[config.mk]
export PLATFORM = sky130hd
export DESIGN_NAME = integer_to_text_formatter
export DESIGN_NICKNAME = d
export VERILOG_FILES = /design/src/design/itf_pkg.sv /design/src/design/itf_bcd.sv /design/src/design/integer_to_text_formatter.sv
export SDC_FILE = /design/constraint.sdc
export NUM_CORES = 1
export LEC_CHECK = 0
export ABC_CLOCK_PERIOD_IN_PS = 4600
export BUFFER_PORTS_ARGS = -buffer_cell sky130_fd_sc_hd__buf_2
export CAP_MARGIN = 20
export CORE_ASPECT_RATIO = 1.75
export CORE_UTILIZATION = 31
export CTS_CLUSTER_SIZE = 16
export DETAILED_ROUTE_END_ITERATION = 10
export SLEW_MARGIN = 20
export SYNTH_ARGS = -nofsm -noshare
export SYNTH_HDL_FRONTEND = slang
export SYNTH_SLANG_ARGS = --single-unit
[constraint.sdc]
create_clock -name i_clk -period 4.6 [get_ports i_clk]
set_input_delay 0.46 -clock i_clk [delete_from_list [all_inputs] [get_ports i_clk]]
set_output_delay 0.46 -clock i_clk [all_outputs]
set_load 0.01 [all_outputs]
[src/design/itf_pkg.sv]
// Shared types, constants and helpers for the integer to text formatter.
`timescale 1ns / 1ps

package itf_pkg;

    // Operand and digit buffer sizes
    localparam int C_VAL_W  = 32;
    localparam int C_DEC_N  = 10;              // decimal digits of a 32-bit value
    localparam int C_HEX_N  = C_VAL_W / 4;     // hex digits of a 32-bit value
    localparam int C_BCD_W  = 4 * C_DEC_N;
    localparam int C_CNT_W  = $clog2(C_VAL_W);

    // Mode codes
    localparam logic [1:0] C_MODE_SDEC = 2'd0;
    localparam logic [1:0] C_MODE_UDEC = 2'd1;
    localparam logic [1:0] C_MODE_HEXL = 2'd2;
    localparam logic [1:0] C_MODE_HEXU = 2'd3;

    // ASCII codes
    localparam logic [7:0] C_CH_MINUS = 8'h2D;
    localparam logic [7:0] C_CH_SPACE = 8'h20;
    localparam logic [7:0] C_CH_ZERO  = 8'h30;
    localparam logic [7:0] C_CH_UPA   = 8'h41;
    localparam logic [7:0] C_CH_LOWA  = 8'h61;

    // Request to the binary to BCD engine
    typedef struct packed {
        logic               start;
        logic [C_VAL_W-1:0] value;
    } t_bcd_req;

    // Response from the binary to BCD engine
    typedef struct packed {
        logic               done;
        logic [C_BCD_W-1:0] bcd;
    } t_bcd_rsp;

    // One digit nibble to its ASCII character
    function automatic logic [7:0] f_digit_char(input logic [3:0] nib, input logic upper);
        logic [7:0] ext;
        ext = {4'd0, nib};
        if (nib < 4'd10) begin
            f_digit_char = C_CH_ZERO + ext;
        end else if (upper) begin
            f_digit_char = C_CH_UPA + ext - 8'd10;
        end else begin
            f_digit_char = C_CH_LOWA + ext - 8'd10;
        end
    endfunction

endpackage

[src/design/itf_bcd.sv]
// Iterative binary to BCD converter, shift-and-add-3, one bit per cycle.
`timescale 1ns / 1ps

module itf_bcd (
    input  logic              i_clk,
    input  logic              i_rst_n,
    input  itf_pkg::t_bcd_req i_req,
    output itf_pkg::t_bcd_rsp o_rsp
);
    import itf_pkg::*;

    logic [C_VAL_W-1:0] r_bin, n_bin;
    logic [C_BCD_W-1:0] r_bcd, n_bcd;
    logic [C_CNT_W-1:0] r_cnt, n_cnt;
    logic               r_busy, n_busy;
    logic               r_done, n_done;
    logic [C_BCD_W-1:0] adj;

    // Add 3 to every nibble that is 5 or more
    always_comb begin
        for (int d = 0; d < C_DEC_N; d++) begin
            if (r_bcd[4*d +: 4] >= 4'd5) begin
                adj[4*d +: 4] = r_bcd[4*d +: 4] + 4'd3;
            end else begin
                adj[4*d +: 4] = r_bcd[4*d +: 4];
            end
        end
    end

    // Step control
    always_comb begin
        n_bin  = r_bin;
        n_bcd  = r_bcd;
        n_cnt  = r_cnt;
        n_busy = r_busy;
        n_done = 1'b0;
        if (i_req.start) begin
            n_bin  = i_req.value;
            n_bcd  = '0;
            n_cnt  = '0;
            n_busy = 1'b1;
        end else if (r_busy) begin
            {n_bcd, n_bin} = {adj[C_BCD_W-2:0], r_bin, 1'b0};
            n_cnt = r_cnt + 1'b1;
            if (r_cnt == C_CNT_W'(C_VAL_W - 1)) begin
                n_busy = 1'b0;
                n_done = 1'b1;
            end
        end
    end

    always_ff @(posedge i_clk) begin
        if (!i_rst_n) begin
            r_busy <= 1'b0;
            r_done <= 1'b0;
        end else begin
            r_busy <= n_busy;
            r_done <= n_done;
        end
        r_bin <= n_bin;
        r_bcd <= n_bcd;
        r_cnt <= n_cnt;
    end

    assign o_rsp.done = r_done;
    assign o_rsp.bcd  = r_bcd;

endmodule

[src/design/integer_to_text_formatter.sv]
// Top level: formats a 32-bit integer as ASCII text, several characters per request.
// Decimal: BCD conversion, then handoff to trimming; hex goes straight to trimming. Leading
// zero digits are trimmed (1 to 10 decimal or 1 to 8 hex digits kept), a setup step sizes
// the padding, then one character per cycle unless stalled: max(text length, width) in all.
// One value at a time; the input stalls until its last character is registered.
// Reset (synchronous, active low) clears control state only.
`timescale 1ns / 1ps

module integer_to_text_formatter (
    input  logic                        i_clk,
    input  logic                        i_rst_n,
    input  logic                        i_valid,
    output logic                        o_stall,
    input  logic [itf_pkg::C_VAL_W-1:0] i_value,
    input  logic [1:0]                  i_mode,
    input  logic [5:0]                  i_field_width,
    input  logic                        i_left_align,
    input  logic                        i_zero_pad,
    output logic                        o_valid,
    input  logic                        i_stall,
    output logic [7:0]                  o_character,
    output logic                        o_last
);
    import itf_pkg::*;

    localparam logic [2:0] S_IDLE  = 3'd0;
    localparam logic [2:0] S_CONV  = 3'd1;
    localparam logic [2:0] S_TRIM  = 3'd2;
    localparam logic [2:0] S_SETUP = 3'd3;
    localparam logic [2:0] S_EMIT  = 3'd4;

    logic [2:0]         r_state, n_state;
    logic [1:0]         r_mode, n_mode;
    logic [5:0]         r_width, n_width;
    logic               r_left, n_left;
    logic               r_zeros, n_zeros;
    logic               r_neg, n_neg;
    logic [C_BCD_W-1:0] r_dig, n_dig;
    logic [3:0]         r_nd, n_nd;
    logic [5:0]         r_pad, n_pad;
    logic [5:0]         r_total, n_total;
    logic [5:0]         r_k, n_k;
    logic               r_ovalid, n_ovalid;
    logic [7:0]         r_char, n_char;
    logic               r_last, n_last;

    t_bcd_req           bcd_req;
    t_bcd_rsp           bcd_rsp;
    logic               accept;
    logic               out_free;
    logic [C_VAL_W-1:0] mag;
    logic [5:0]         len6;
    logic [6:0]         k7, s7, nd7, pad7;
    logic [7:0]         ch;
    logic               is_dig;

    assign accept   = i_valid && (r_state == S_IDLE);
    assign out_free = !r_ovalid || !i_stall;

    // Magnitude of the operand
    assign mag = (i_mode == C_MODE_SDEC && i_value[C_VAL_W-1]) ? (C_VAL_W'(0) - i_value)
                                                                : i_value;

    assign bcd_req.start = accept && (i_mode == C_MODE_SDEC || i_mode == C_MODE_UDEC);
    assign bcd_req.value = mag;

    itf_bcd u_bcd (
        .i_clk   (i_clk),
        .i_rst_n (i_rst_n),
        .i_req   (bcd_req),
        .o_rsp   (bcd_rsp)
    );

    // Text length: digits plus sign
    assign len6 = {2'd0, r_nd} + {5'd0, r_neg};

    // Character at the current position
    assign k7   = {1'b0, r_k};
    assign s7   = {6'd0, r_neg};
    assign nd7  = {3'd0, r_nd};
    assign pad7 = {1'b0, r_pad};

    always_comb begin
        ch     = C_CH_SPACE;
        is_dig = 1'b0;
        if (r_left) begin
            if (k7 < s7) begin
                ch = C_CH_MINUS;
            end else if (k7 < s7 + nd7) begin
                is_dig = 1'b1;
            end else begin
                ch = C_CH_SPACE;
            end
        end else if (r_zeros) begin
            if (k7 < s7) begin
                ch = C_CH_MINUS;
            end else if (k7 < s7 + pad7) begin
                ch = C_CH_ZERO;
            end else begin
                is_dig = 1'b1;
            end
        end else begin
            if (k7 < pad7) begin
                ch = C_CH_SPACE;
            end else if (k7 < pad7 + s7) begin
                ch = C_CH_MINUS;
            end else begin
                is_dig = 1'b1;
            end
        end
        if (is_dig) begin
            ch = f_digit_char(r_dig[C_BCD_W-1 -: 4], r_mode == C_MODE_HEXU);
        end
    end

    // Sequencer
    always_comb begin
        n_state  = r_state;
        n_mode   = r_mode;
        n_width  = r_width;
        n_left   = r_left;
        n_zeros  = r_zeros;
        n_neg    = r_neg;
        n_dig    = r_dig;
        n_nd     = r_nd;
        n_pad    = r_pad;
        n_total  = r_total;
        n_k      = r_k;
        n_ovalid = r_ovalid;
        n_char   = r_char;
        n_last   = r_last;

        // Output register drains when taken
        if (r_ovalid && !i_stall) begin
            n_ovalid = 1'b0;
        end

        unique case (r_state)
            S_IDLE: begin
                if (accept) begin
                    n_mode  = i_mode;
                    n_width = i_field_width;
                    n_left  = i_left_align;
                    n_zeros = i_zero_pad;
                    n_neg   = (i_mode == C_MODE_SDEC) && i_value[C_VAL_W-1];
                    if (i_mode == C_MODE_SDEC || i_mode == C_MODE_UDEC) begin
                        n_state = S_CONV;
                    end else begin
                        n_dig   = {i_value, {(C_BCD_W - C_VAL_W){1'b0}}};
                        n_nd    = 4'(C_HEX_N);
                        n_state = S_TRIM;
                    end
                end
            end
            S_CONV: begin
                if (bcd_rsp.done) begin
                    n_dig   = bcd_rsp.bcd;
                    n_nd    = 4'(C_DEC_N);
                    n_state = S_TRIM;
                end
            end
            S_TRIM: begin
                // Drop one leading zero digit per cycle, keep at least one
                if (r_dig[C_BCD_W-1 -: 4] == 4'd0 && r_nd > 4'd1) begin
                    n_dig = {r_dig[C_BCD_W-5:0], 4'd0};
                    n_nd  = r_nd - 4'd1;
                end else begin
                    n_state = S_SETUP;
                end
            end
            S_SETUP: begin
                if (r_width > len6) begin
                    n_pad   = r_width - len6;
                    n_total = r_width;
                end else begin
                    n_pad   = '0;
                    n_total = len6;
                end
                n_k     = '0;
                n_state = S_EMIT;
            end
            S_EMIT: begin
                if (out_free) begin
                    n_ovalid = 1'b1;
                    n_char   = ch;
                    n_last   = (r_k == r_total - 6'd1);
                    n_k      = r_k + 6'd1;
                    if (is_dig) begin
                        n_dig = {r_dig[C_BCD_W-5:0], 4'd0};
                    end
                    if (r_k == r_total - 6'd1) begin
                        n_state = S_IDLE;
                    end
                end
            end
            default: begin
                n_state = S_IDLE;
            end
        endcase
    end

    always_ff @(posedge i_clk) begin
        if (!i_rst_n) begin
            r_state  <= S_IDLE;
            r_ovalid <= 1'b0;
        end else begin
            r_state  <= n_state;
            r_ovalid <= n_ovalid;
        end
        r_mode  <= n_mode;
        r_width <= n_width;
        r_left  <= n_left;
        r_zeros <= n_zeros;
        r_neg   <= n_neg;
        r_dig   <= n_dig;
        r_nd    <= n_nd;
        r_pad   <= n_pad;
        r_total <= n_total;
        r_k     <= n_k;
        r_char  <= n_char;
        r_last  <= n_last;
    end

    assign o_stall     = (r_state != S_IDLE);
    assign o_valid     = r_ovalid;
    assign o_character = r_char;
    assign o_last      = r_last;

endmodule
==> metrics.md, run 1 <==
| Metric | Value |
|---|---|
| Crit Path Class | `reg2reg` |
| TritonRoute pass-1 iters | `5` |
| Post-route insts no fill | `1,450` |
| Internal power | `3287 µW` |
| P_sw | `1545 µW` |
| Via Count | `7,503` |
| Worst setup SP type | `register` |
| Combinational Power Share | `24.6%` |
| Synth Flop Type | `edfxtp_1` |
| Max Root-Sink Buffers | `2` |
| Seq/Total Area, Yosys | `44.91%` |
| Ys Warns | `0` |
| Max Cap Viol | `0` |
| Reg clk slew, reported paths | `0.07 ns` |
| HP Start | `i_field_width[1]` |
| Worst Path Required | `4.68 ns` |
| Clk_skew | `0.009641 ns` |
| I/O pin total | `57` |
| Syn Nets | `1,111` |
| Final setup vio count | `0` |
| Synthesized area per cell | `9.712 µm²` |
| Post-synth top area cell | `edfxtp_1` |
| Synth area leaders | `edfxtp_1, dfxtp_1, mux2i_1` |
| TritonCTS clock tree | `built` |
| Placed cell count | `1,415` |
| Peak supply drop | `0.1878 mV` |
| Final WS setup | `1.190 ns` |
| Post-Route WL | `23,020 µm` |
| Final Hold Violating Endpoints | `0` |
| Post-CTS Setup Repair Bufs | `0` |
| First-pass GRT wire length | `37,800 µm` |
| IO buf count | `55` |
| Minimum clock period | `3.410 ns` |
| DP Area | `10,480 µm²` |
| Seq pwr share | `44.7%` |
| Cells after synthesis | `1,012` |
| Max-slew headroom | `30.92%` |
| DIE WIDTH | `136.6 µm` |
| Number of global-route vias before repair | `7,494` |
| # rows | `85` |
| Largest net degree at the start of global routing | `95` |
| CP startpoint | `r_neg` |
| Worst r2r src | `r_neg` |
| Initial DRC Count | `477` |
| Via/cell ratio | `5.174` |
| Final Cycle Share | `74.14%` |
| H-tree levels | `4` |
| Share of cells above drive strength 1 | `11.65%` |
| Post-route DRC | `0` |
| Post-DRT Antenna Nets | `0` |
| Dpl hpwl | `16,830 µm` |
| Die height | `237.5 µm` |
| Worst skew pair latency | `0.44 ns` |
| Initial antenna violation count | `4` |
| Mapped cell area | `9828 µm²` |
| #FFs+latches synth | `164` |
| Initial Util | `31.76%` |
| Critical Path Fanout Max | `40` |
| Root buf cell | `clkbuf_16` |
| Clk network pwr share | `30.7%` |
| Setup TNS | `0 ns` |
| Post-synth top cells | `nor2_1, edfxtp_1, a21oi_1` |
| PostCTS Resize Cnt | `0` |
| P&R area growth vs syn | `12.86%` |
| Critical path arrival | `3.49 ns` |
| Fmax achieved | `293.2 MHz` |
| Status | `completed` |
| Pre-CTS setup slack | `1.184 ns` |
| Slew of the pin with the lowest slew margin | `1.035 ns` |
| Worst setup EP type | `register` |
| Finished Core Util | `35.84%` |
| GPL Wtd Cong | `0.8210` |
| Tot GR Track Use | `14.99%` |
| Routed len/inst | `15.88 µm` |
| Grt total ovfl | `0` |
| RSZ-0062 raised after global routing | `false` |
| Pwr dens | `435.6 nW/µm²` |
| Area share of the largest cell type after synthesis | `34.53%` |
| CTS buffer count | `17` |
| Hold-fix buffers, CTS | `0` |
| Static Leakage | `0.004063 µW` |
| Most common cell in the synthesized netlist | `nor2_1` |
| Unique cell type count in the Yosys netlist | `65` |
| Final Cell Area | `11,090 µm²` |
| TritonCTS Sinks | `164` |
| Post-synth EDFFs | `113` |
| Sw frac | `31.98%` |
| Die area | `32,450 µm²` |
| Final slew viol count | `0` |
| Worst Hold Class | `in2reg` |
| Nets | `1,142` |
| Core box area | `30,950 µm²` |
| Async S/R FF share, synth | `0%` |
-- registers in the layout (all words and copies together) (netlist names), 5 cells and up --
name / cells
o_character: 7
r_dig: 40
r_k: 6
r_pad: 6
r_total: 6
r_width: 6
u_bcd.r_bcd: 40
u_bcd.r_bin: 32
u_bcd.r_cnt: 5
-- layout by cell type, fill, tap and decap left out, types with 24 or more instances in the layout --
cell type	Yosys	final
nand2_1	34	34
mux2i_1	69	69
nand3_1	24	24
a21oi_1	109	109
o21ai_0	64	64
buf_2	8	55
xnor2_1	50	50
edfxtp_1	113	113
dfxtp_1	51	49
a22oi_1	36	36
inv_1	55	55
nor2_1	127	125
ha_1	52	52
-- stage by stage --
step / hold WS (ns) / total power, µW
2_1_floorplan: 0.4444 / 3048
3_3_place_gp: 0.4586 / 3341
3_5_place_dp: 0.4759 / 3391
4_1_cts: 0.1691 / 4886
5_1_grt: 0.1708 / 5137
6_report: 0.1907 / 4832
-- worst max-delay path, stage by stage (launching register included) --
cell       delay [ns]
edfxtp_1         0.47
ha_1             0.25
ha_1             0.21
xnor2_1          0.25
ha_1             0.29
o21ai_0          0.08
o21ai_0          0.12
a2111oi_2        0.57
nand3_1          0.14
o211ai_1         0.13
buf_4            0.50
-- cells by family after synthesis --
family,synth area share [%]
buf+inv,4.532
compound gates,16.75
mux,7.371
simple gates,13.58
xor+xnor,5.882
flops,44.91
other cells,0.03816
fa+ha+maj,6.925
-- layout make-up --
class	count	area, µm²
diodes	3	7.507
clock buffers	19	432.9
clock inverters	13	172.7
fillers	3098	19860
inverters	55	206.4
multi-input cells	737	4981
flip-flops and latches	164	4417
well taps	391	489.2
repair buffers	68	385.4
-- power by group through the flow --
stage                     clock network, µW  logic, µW  registers (µW)
final                                  1480       1190            2160
after global routing                   1570       1360            2210
after CTS                              1520       1200            2160
after floorplan                           0        942            2110
after detailed placement                  0       1200            2190
after global placement                    0       1160            2180
-- layer usage --
| layer | share of wire [%] | GRT usage, % |
|---|---|---|
| met1 | 38 | 15.83 |
| met4 | 3.4 | 7.845 |
| met5 | 0.056 | 0 |
| met2 | 55 | 27.55 |
| met3 | 4.0 | 2.794 |
-- path summary, 6_finish.rpt --
check               endpoint  slack (ns)  depth (start not counted)
min reg2reg  u_bcd.r_bcd[39]        0.48                          2
max                r_dig[24]        1.19                         10
min               r_width[1]        0.19                          1
max reg2reg        r_dig[24]        1.19                         10
Note: power is estimated with default switching activity, not from simulation.
==> inputs of run 2 (changes only) <==
- ABC_CLOCK_PERIOD_IN_PS: 4600 -> 2800
- clock period: 4.6 -> 2.8 ns (I/O delays scaled with it)
==> metrics.md, run 2 (synthesis gave the netlist of run 1 again) <==
| Metric | Value |
|---|---|
| Status | `completed` |
| Worst Hold Class | `in2reg` |
| Routed len/inst | `16.43 µm (+3.5%)` |
| CTS buffer count | `17 (unchanged)` |
| Max Root-Sink Buffers | `2 (unchanged)` |
| Die height | `237.5 µm (unchanged)` |
| Root buf cell | `clkbuf_16` |
| Via/cell ratio | `5.206 (+0.60%)` |
| Critical path arrival | `2.91 ns (-0.58 ns)` |
| Reg clk slew, reported paths | `0.07 ns (about the same)` |
| Final Cycle Share | `98.05% (+24 points)` |
| Tot GR Track Use | `15.58% (+0.59 points)` |
| Share of cells above drive strength 1 | `15.41% (+3.8 points)` |
| Die area | `32,450 µm² (unchanged)` |
| Busiest layer in global routing | `met2` |
| Sw frac | `33.79% (+1.8 points)` |
| Worst setup EP type | `register` |
| Setup TNS | `0 ns (unchanged)` |
| H-tree levels | `4 (unchanged)` |
| Max-slew headroom | `58.61% (+28 points)` |
| Dpl hpwl | `17,500 µm (+4.0%)` |
| Core box area | `30,950 µm² (unchanged)` |
| GPL Wtd Cong | `0.8436 (+2.8%)` |
| Number of global-route vias before repair | `7,547 (+0.71%)` |
| Initial DRC Count | `586 (+23%)` |
| Register Area | `4417 µm² (unchanged)` |
| Most frequent cells in the layout | `nor2_1, edfxtp_1, a21oi_1` |
| CP max stage delay | `0.43 ns (-0.14 ns)` |
| Largest net degree at the start of global routing | `110 (+16%)` |
| Internal power | `5268 µW (+60%)` |
| DIE WIDTH | `136.6 µm (unchanged)` |
| TritonRoute pass-1 iters | `6 (+1)` |
| IO buf count | `55 (unchanged)` |
| RSZ-0062 raised after global routing | `true` |
| Post-Route WL | `24,360 µm (+5.8%)` |
| Via Count | `7,720 (+2.9%)` |
| Finished Core Util | `37.12% (+1.3 points)` |
| Met3 usage | `2.602% (-0.19 points)` |
| Grt total ovfl | `0 (unchanged)` |
| TritonCTS Sinks | `164 (unchanged)` |
| GR Layer Usage met1 | `16.32% (+0.49 points)` |
| Peak supply drop | `0.3170 mV (+69%)` |
| Top Registers | `r_dig x40, u_bcd.r_bcd x40, u_bcd.r_bin x32` |
| Final setup vio count | `0 (unchanged)` |
| Slew of the pin with the lowest slew margin | `0.6196 ns (-0.4156 ns)` |
| Top delay family on crit path | `compound AO/OA/AOI/OAI gates` |
| CP bufs+invs | `3 (+2)` |
| Post-route DRC | `0 (unchanged)` |
| Seq pwr share | `44.6% (about the same)` |
| Area of the multi-input gates | `5077 µm² (+1.9%)` |
| Static Leakage | `0.004248 µW (+4.6%)` |
| P&R area growth vs syn | `16.88%` |
| Nets | `1,176 (+3.0%)` |
| R2r setup slk | `0.05 ns (-1.13 ns)` |
| I/O pin total | `57 (unchanged)` |
| Pwr dens | `692.6 nW/µm² (+59%)` |
| Final Hold Violating Endpoints | `0 (unchanged)` |
| Met2 usage | `29.07% (+1.5 points)` |
| First-pass GRT wire length | `39,010 µm (+3.2%)` |
| Crit Path Class | `reg2reg` |
| Final slew viol count | `0 (unchanged)` |
| Fill cell count | `3,088 (-0.32%)` |
| CP cell instances | `buf_6 > ha_2 > nand3_2 > xor2_2 > ha_1 > o21a_1 > a2111oi_4 > nand3_1 > o211ai_1 > buf_4 > bufbuf_16` |
| Initial antenna violation count | `3 (-1)` |
| Worst skew pair latency | `0.45 ns (about the same)` |
| Max Cap Viol | `0 (unchanged)` |
| Post-DRT Antenna Nets | `0 (unchanged)` |
| Worst setup SP type | `register` |
| Initial Util | `31.76% (unchanged)` |
| Fmax achieved | `364.3 MHz (+24%)` |
| Critical-path top delay cell | `edfxtp_1` |
| Worst Path Required | `2.97 ns (-1.71 ns)` |
| Commonest non-fill, non-tap cell in the layout | `nor2_1` |
| Critical Path Fanout Max | `5 (-88%)` |
| Clk_skew | `0.009441 ns (-0.0001993 ns)` |
| Clk network pwr share | `28.7% (-2.0 points)` |
| Combinational Power Share | `26.6% (+2.0 points)` |
| # rows | `85 (unchanged)` |
| TritonCTS clock tree | `built` |
| DP Area | `10,740 µm² (+2.4%)` |
| P_sw | `2689 µW (+74%)` |
| Final Cell Area | `11,490 µm² (+3.6%)` |
| Minimum clock period | `2.745 ns (-0.6650 ns)` |
run 2: cell types whose count changed in the layout (fill, tap and decap cells not counted), sizes merged:
cell	previous run	this run
buf	68	97
inv	59	64
dlygate4sd3	0	4
bufinv	3	0
clkbuf	19	17
bufbuf	0	1
clkinv	3	4
clkinvlp	3	2
diode	3	2
run 2: worst paths after layout:
kind | from | end | cells past startpoint
max reg2reg | r_nd[0] | r_dig[30] | 11
max | r_nd[0] | r_dig[30] | 11
min reg2reg | u_bcd.r_bcd[39] | u_bcd.r_bcd[39] | 2
min | i_field_width[5] | r_width[5] | 1
run 2: what timing repair did:
| action | in CTS | in global routing |
|---|---|---|
| hold buffers | 4 | 0 |
| endpoints found under the hold margin | 4 | 0 |
| pin swaps | 6 | 4 |
| resized for setup | 17 | 5 |
| buffers inserted | 3 | 1 |
| setup endpoints to repair | 40 | 46 |
| gates cloned | 3 | 0 |
run 2: final cells by class:
type                       instances  share of cell area (%)
multi-input combinational        737                   44.20
sequential                       164                   38.45
timing repair buffer             102                   6.339
tap                              391                   4.259
clock buffer                      17                   3.703
inverter                          55                   1.797
clock inverter                    15                   1.209
antenna                            2                 0.04357
run 2: per-layer routing:
metal	wire, µm	up-vias
li1	-	3785
met4	855	2
met5	13	-
met1	9242	3718
met2	13380	167
met3	866	48
run 2: metrics by stage:
stage	std cells	hold WS (ns)	total power, µW	setup slack (ns)
final	1483	0.01326	7957	0.05463
after global routing	1483	0.002407	8440	-0.04327
after CTS	1482	0.003825	8028	0.05555
after detailed placement	1440	0.4619	5658	-0.03010
after global placement	1440	0.4602	5562	-0.006795
after floorplan	1012	0.3789	5009	-1.259
run 2: power by group through the flow:
| stage | Sequential [µW] | Combinational (µW) | Clock (µW) |
|---|---|---|---|
| 2_1_floorplan | 3460 | 1550 | 0 |
| 3_3_place_gp | 3580 | 1980 | 0 |
| 3_5_place_dp | 3600 | 2050 | 0 |
| 4_1_cts | 3550 | 2150 | 2320 |
| 5_1_grt | 3620 | 2410 | 2410 |
| 6_report | 3550 | 2120 | 2290 |
==> inputs of run 3 (changes only) <==
- GPL_TIMING_DRIVEN: default -> 0
==> metrics.md, run 3 (synthesis gave the netlist of run 1 again) <==
| Metric | Value |
|---|---|
| Final Cycle Share | `110.1% (+12 points)` |
| Number of global-route vias before repair | `7,671 (+1.6%)` |
| Peak supply drop | `0.3586 mV (+13%)` |
| Post-route DRC | `0 (unchanged)` |
| Die area | `32,450 µm² (unchanged)` |
| Worst hold endpoint | `r_width[3]` |
| Post-Route WL | `27,440 µm (+13%)` |
| P&R area growth vs syn | `18.52%` |
| CP max stage delay | `0.46 ns (+0.03 ns)` |
| Setup TNS | `-5.634 ns (-5.634 ns)` |
| Initial DRC Count | `497 (-15%)` |
| GPL Wtd Cong | `0.8979 (+6.4%)` |
| Fmax achieved | `324.3 MHz (-11%)` |
| Initial Util | `31.76% (unchanged)` |
| Worst skew pair latency | `0.45 ns (about the same)` |
| IO buf count | `53 (-3.6%)` |
| RSZ-0062 raised after global routing | `true` |
| H-tree levels | `4 (unchanged)` |
| P_sw | `2712 µW (+0.86%)` |
| Worst setup SP type | `register` |
| Final slew viol count | `0 (unchanged)` |
| Tot GR Track Use | `17.28% (+1.7 points)` |
| Largest net degree at the start of global routing | `33 (-70%)` |
| HP Start | `i_field_width[3]` |
| CTS buffer count | `17 (unchanged)` |
| Max-slew headroom | `41.36% (-17 points)` |
| Seq pwr share | `43.9% (-0.7 points)` |
| TritonCTS clock tree | `built` |
| Critical-path top delay cell | `edfxtp_1` |
| Most frequent cells in the layout | `nor2_1, edfxtp_1, a21oi_1` |
| Pwr dens | `699.5 nW/µm² (+0.98%)` |
| CP startpoint | `r_neg` |
| Worst setup EP type | `register` |
| I/O pin total | `57 (unchanged)` |
| Crit Path Class | `reg2reg` |
| RR Endpoint | `r_dig[31]` |
| Root buf cell | `clkbuf_16` |
| R2R depth | `17 (+6)` |
| Grt total ovfl | `0 (unchanged)` |
| Nets | `1,212 (+3.1%)` |
| Final setup vio count | `41 (+41)` |
| Worst Hold Class | `in2reg` |
| Share of cells above drive strength 1 | `15.01% (-0.40 points)` |
| Critical Path Fanout Max | `5 (unchanged)` |
| Final WS setup | `-0.2835 ns (-0.3382 ns)` |
| TritonRoute pass-1 iters | `5 (-1)` |
| R2r setup slk | `-0.28 ns (-0.34 ns)` |
| CP cell instances | `buf_6 > ha_4 > ha_4 > nand3_1 > xnor2_1 > ha_1 > a21o_1 > a21oi_2 > o21ai_2 > nand4_1 > o211ai_1 > buf_4 > buf_6 > buf_6 > buf_6 > buf_6 > buf_6` |
| Cell mode on critical path | `buf_6` |
| # rows | `85 (unchanged)` |
| Slew of the pin with the lowest slew margin | `0.8796 ns (+0.2600 ns)` |
| Via Count | `7,921 (+2.6%)` |
| Combinational Power Share | `27.3% (+0.7 points)` |
| Core box area | `30,950 µm² (unchanged)` |
| Routed len/inst | `18.05 µm (+9.9%)` |
| Minimum clock period | `3.084 ns (+0.3382 ns)` |
| Max Cap Viol | `0 (unchanged)` |
| Commonest non-fill, non-tap cell in the layout | `nor2_1` |
| Clk network pwr share | `28.8% (about the same)` |
| Via/cell ratio | `5.211 (+0.11%)` |
| Total power | `8148 µW (+2.4%)` |
| Stages on worst setup path | `17 (+6)` |
| Static Leakage | `0.004269 µW (+0.49%)` |
| Final Hold Violating Endpoints | `0 (unchanged)` |
| Status | `finished with violations` |
| Pre-CTS setup slack | `-1.362 ns (-1.332 ns)` |
| Top Registers | `r_dig x40, u_bcd.r_bcd x40, u_bcd.r_bin x32` |
| Critical path arrival | `3.30 ns (+0.39 ns)` |
| Top delay family on crit path | `buffers and inverters` |
| Die height | `237.5 µm (unchanged)` |
| Clk_skew | `0.007370 ns (-0.002072 ns)` |
| Internal power | `5436 µW (+3.2%)` |
| Reg clk slew, reported paths | `0.07 ns (about the same)` |
| Fill cell count | `3,045 (-1.4%)` |
| Sw frac | `33.28% (-0.51 points)` |
| Failing checks | `negative setup slack` |
| DIE WIDTH | `136.6 µm (unchanged)` |
| Worst r2r src | `r_neg` |
| First-pass GRT wire length | `41,820 µm (+7.2%)` |
| Post-DRT Antenna Nets | `0 (unchanged)` |
| Worst Path Required | `3.01 ns (+0.04 ns)` |
| Dpl hpwl | `21,100 µm (+21%)` |
| TritonCTS Sinks | `164 (unchanged)` |
| Hold path depth | `1 (unchanged)` |
| Initial antenna violation count | `3 (unchanged)` |
| Max Root-Sink Buffers | `2 (unchanged)` |
| CP bufs+invs | `7 (+4)` |
-- run 3: power groups by stage --
stage / registers, µW / logic [µW] / clock network, µW
finish: 3580 / 2220 / 2340
global route: 3640 / 2500 / 2470
CTS: 3570 / 2180 / 2370
detailed placement: 3620 / 2060 / 0
global placement: 3620 / 1960 / 0
floorplan: 3460 / 1550 / 0
-- run 3: final cells by class --
class,instances,area (µm²),area share [%]
tap,391,489.2,4.200
inverter,55,206.4,1.772
buffer,55,237.7,2.041
sequential,164,4414,37.89
clock inverter,15,155.1,1.332
antenna,3,7.507,0.06445
clock buffer,17,425.4,3.652
timing repair buffer,83,555.5,4.769
multi-input combinational,737,5157,44.27
-- run 3: through the flow --
| stage | instance area [µm²] | instances | hold WS [ns] | utilization [%] |
|---|---|---|---|---|
| 2_1_floorplan | 9847 | 1012 | 0.3789 | - |
| 3_3_place_gp | 10600 | 1456 | 0.4599 | 34.26 |
| 3_5_place_dp | 10650 | 1462 | 0.4611 | 34.41 |
| 4_1_cts | 11490 | 1509 | 0.003734 | 37.13 |
| 5_1_grt | 11650 | 1520 | 0.0005165 | 37.64 |
| 6_report | 11650 | 1520 | 0.01013 | 37.64 |
-- run 3: worst reg2reg max path: cells and delay by family (launching register included) --
| family | cells | cell delay [ns] |
|---|---|---|
| flops | 1 | 0.46 |
| compound gates | 4 | 0.54 |
| xor+xnor | 1 | 0.08 |
| buf+inv | 7 | 0.92 |
| simple gates | 2 | 0.21 |
| fa+ha+maj | 3 | 0.65 |
-- run 3: what timing repair did --
| action | in CTS | in global routing |
|---|---|---|
| buffers inserted | 16 | 9 |
| gates resized for setup | 26 | 19 |
| hold endpoints to repair | 1 | 0 |
| hold buffers | 1 | 0 |
| endpoints found under the setup margin | 96 | 52 |
| pin swaps | 10 | 15 |
-- run 3: routing by layer --
| layer | GRT usage [%] | share of wire [%] | wire (µm) | vias up |
|---|---|---|---|---|
| met3 | 2.623 | 3.6 | 974 | 73 |
| met5 | 0 | 0 | 0 | - |
| met4 | 11.14 | 5.1 | 1387 | 0 |
| met2 | 33.33 | 56 | 15370 | 184 |
| met1 | 16.41 | 35 | 9708 | 3802 |
| li1 | - | - | - | 3862 |
-- run 3: how the worst max path moves through the flow --
| stage | to | slack [ns] |
|---|---|---|
| floorplan | r_dig[0] | -1.26 |
| global placement | r_dig[25] | -2.66 |
| detailed placement | r_dig[24] | -1.36 |
| CTS | r_dig[32] | -0.27 |
| global route | r_dig[32] | -0.40 |
| finish | r_dig[31] | -0.28 |
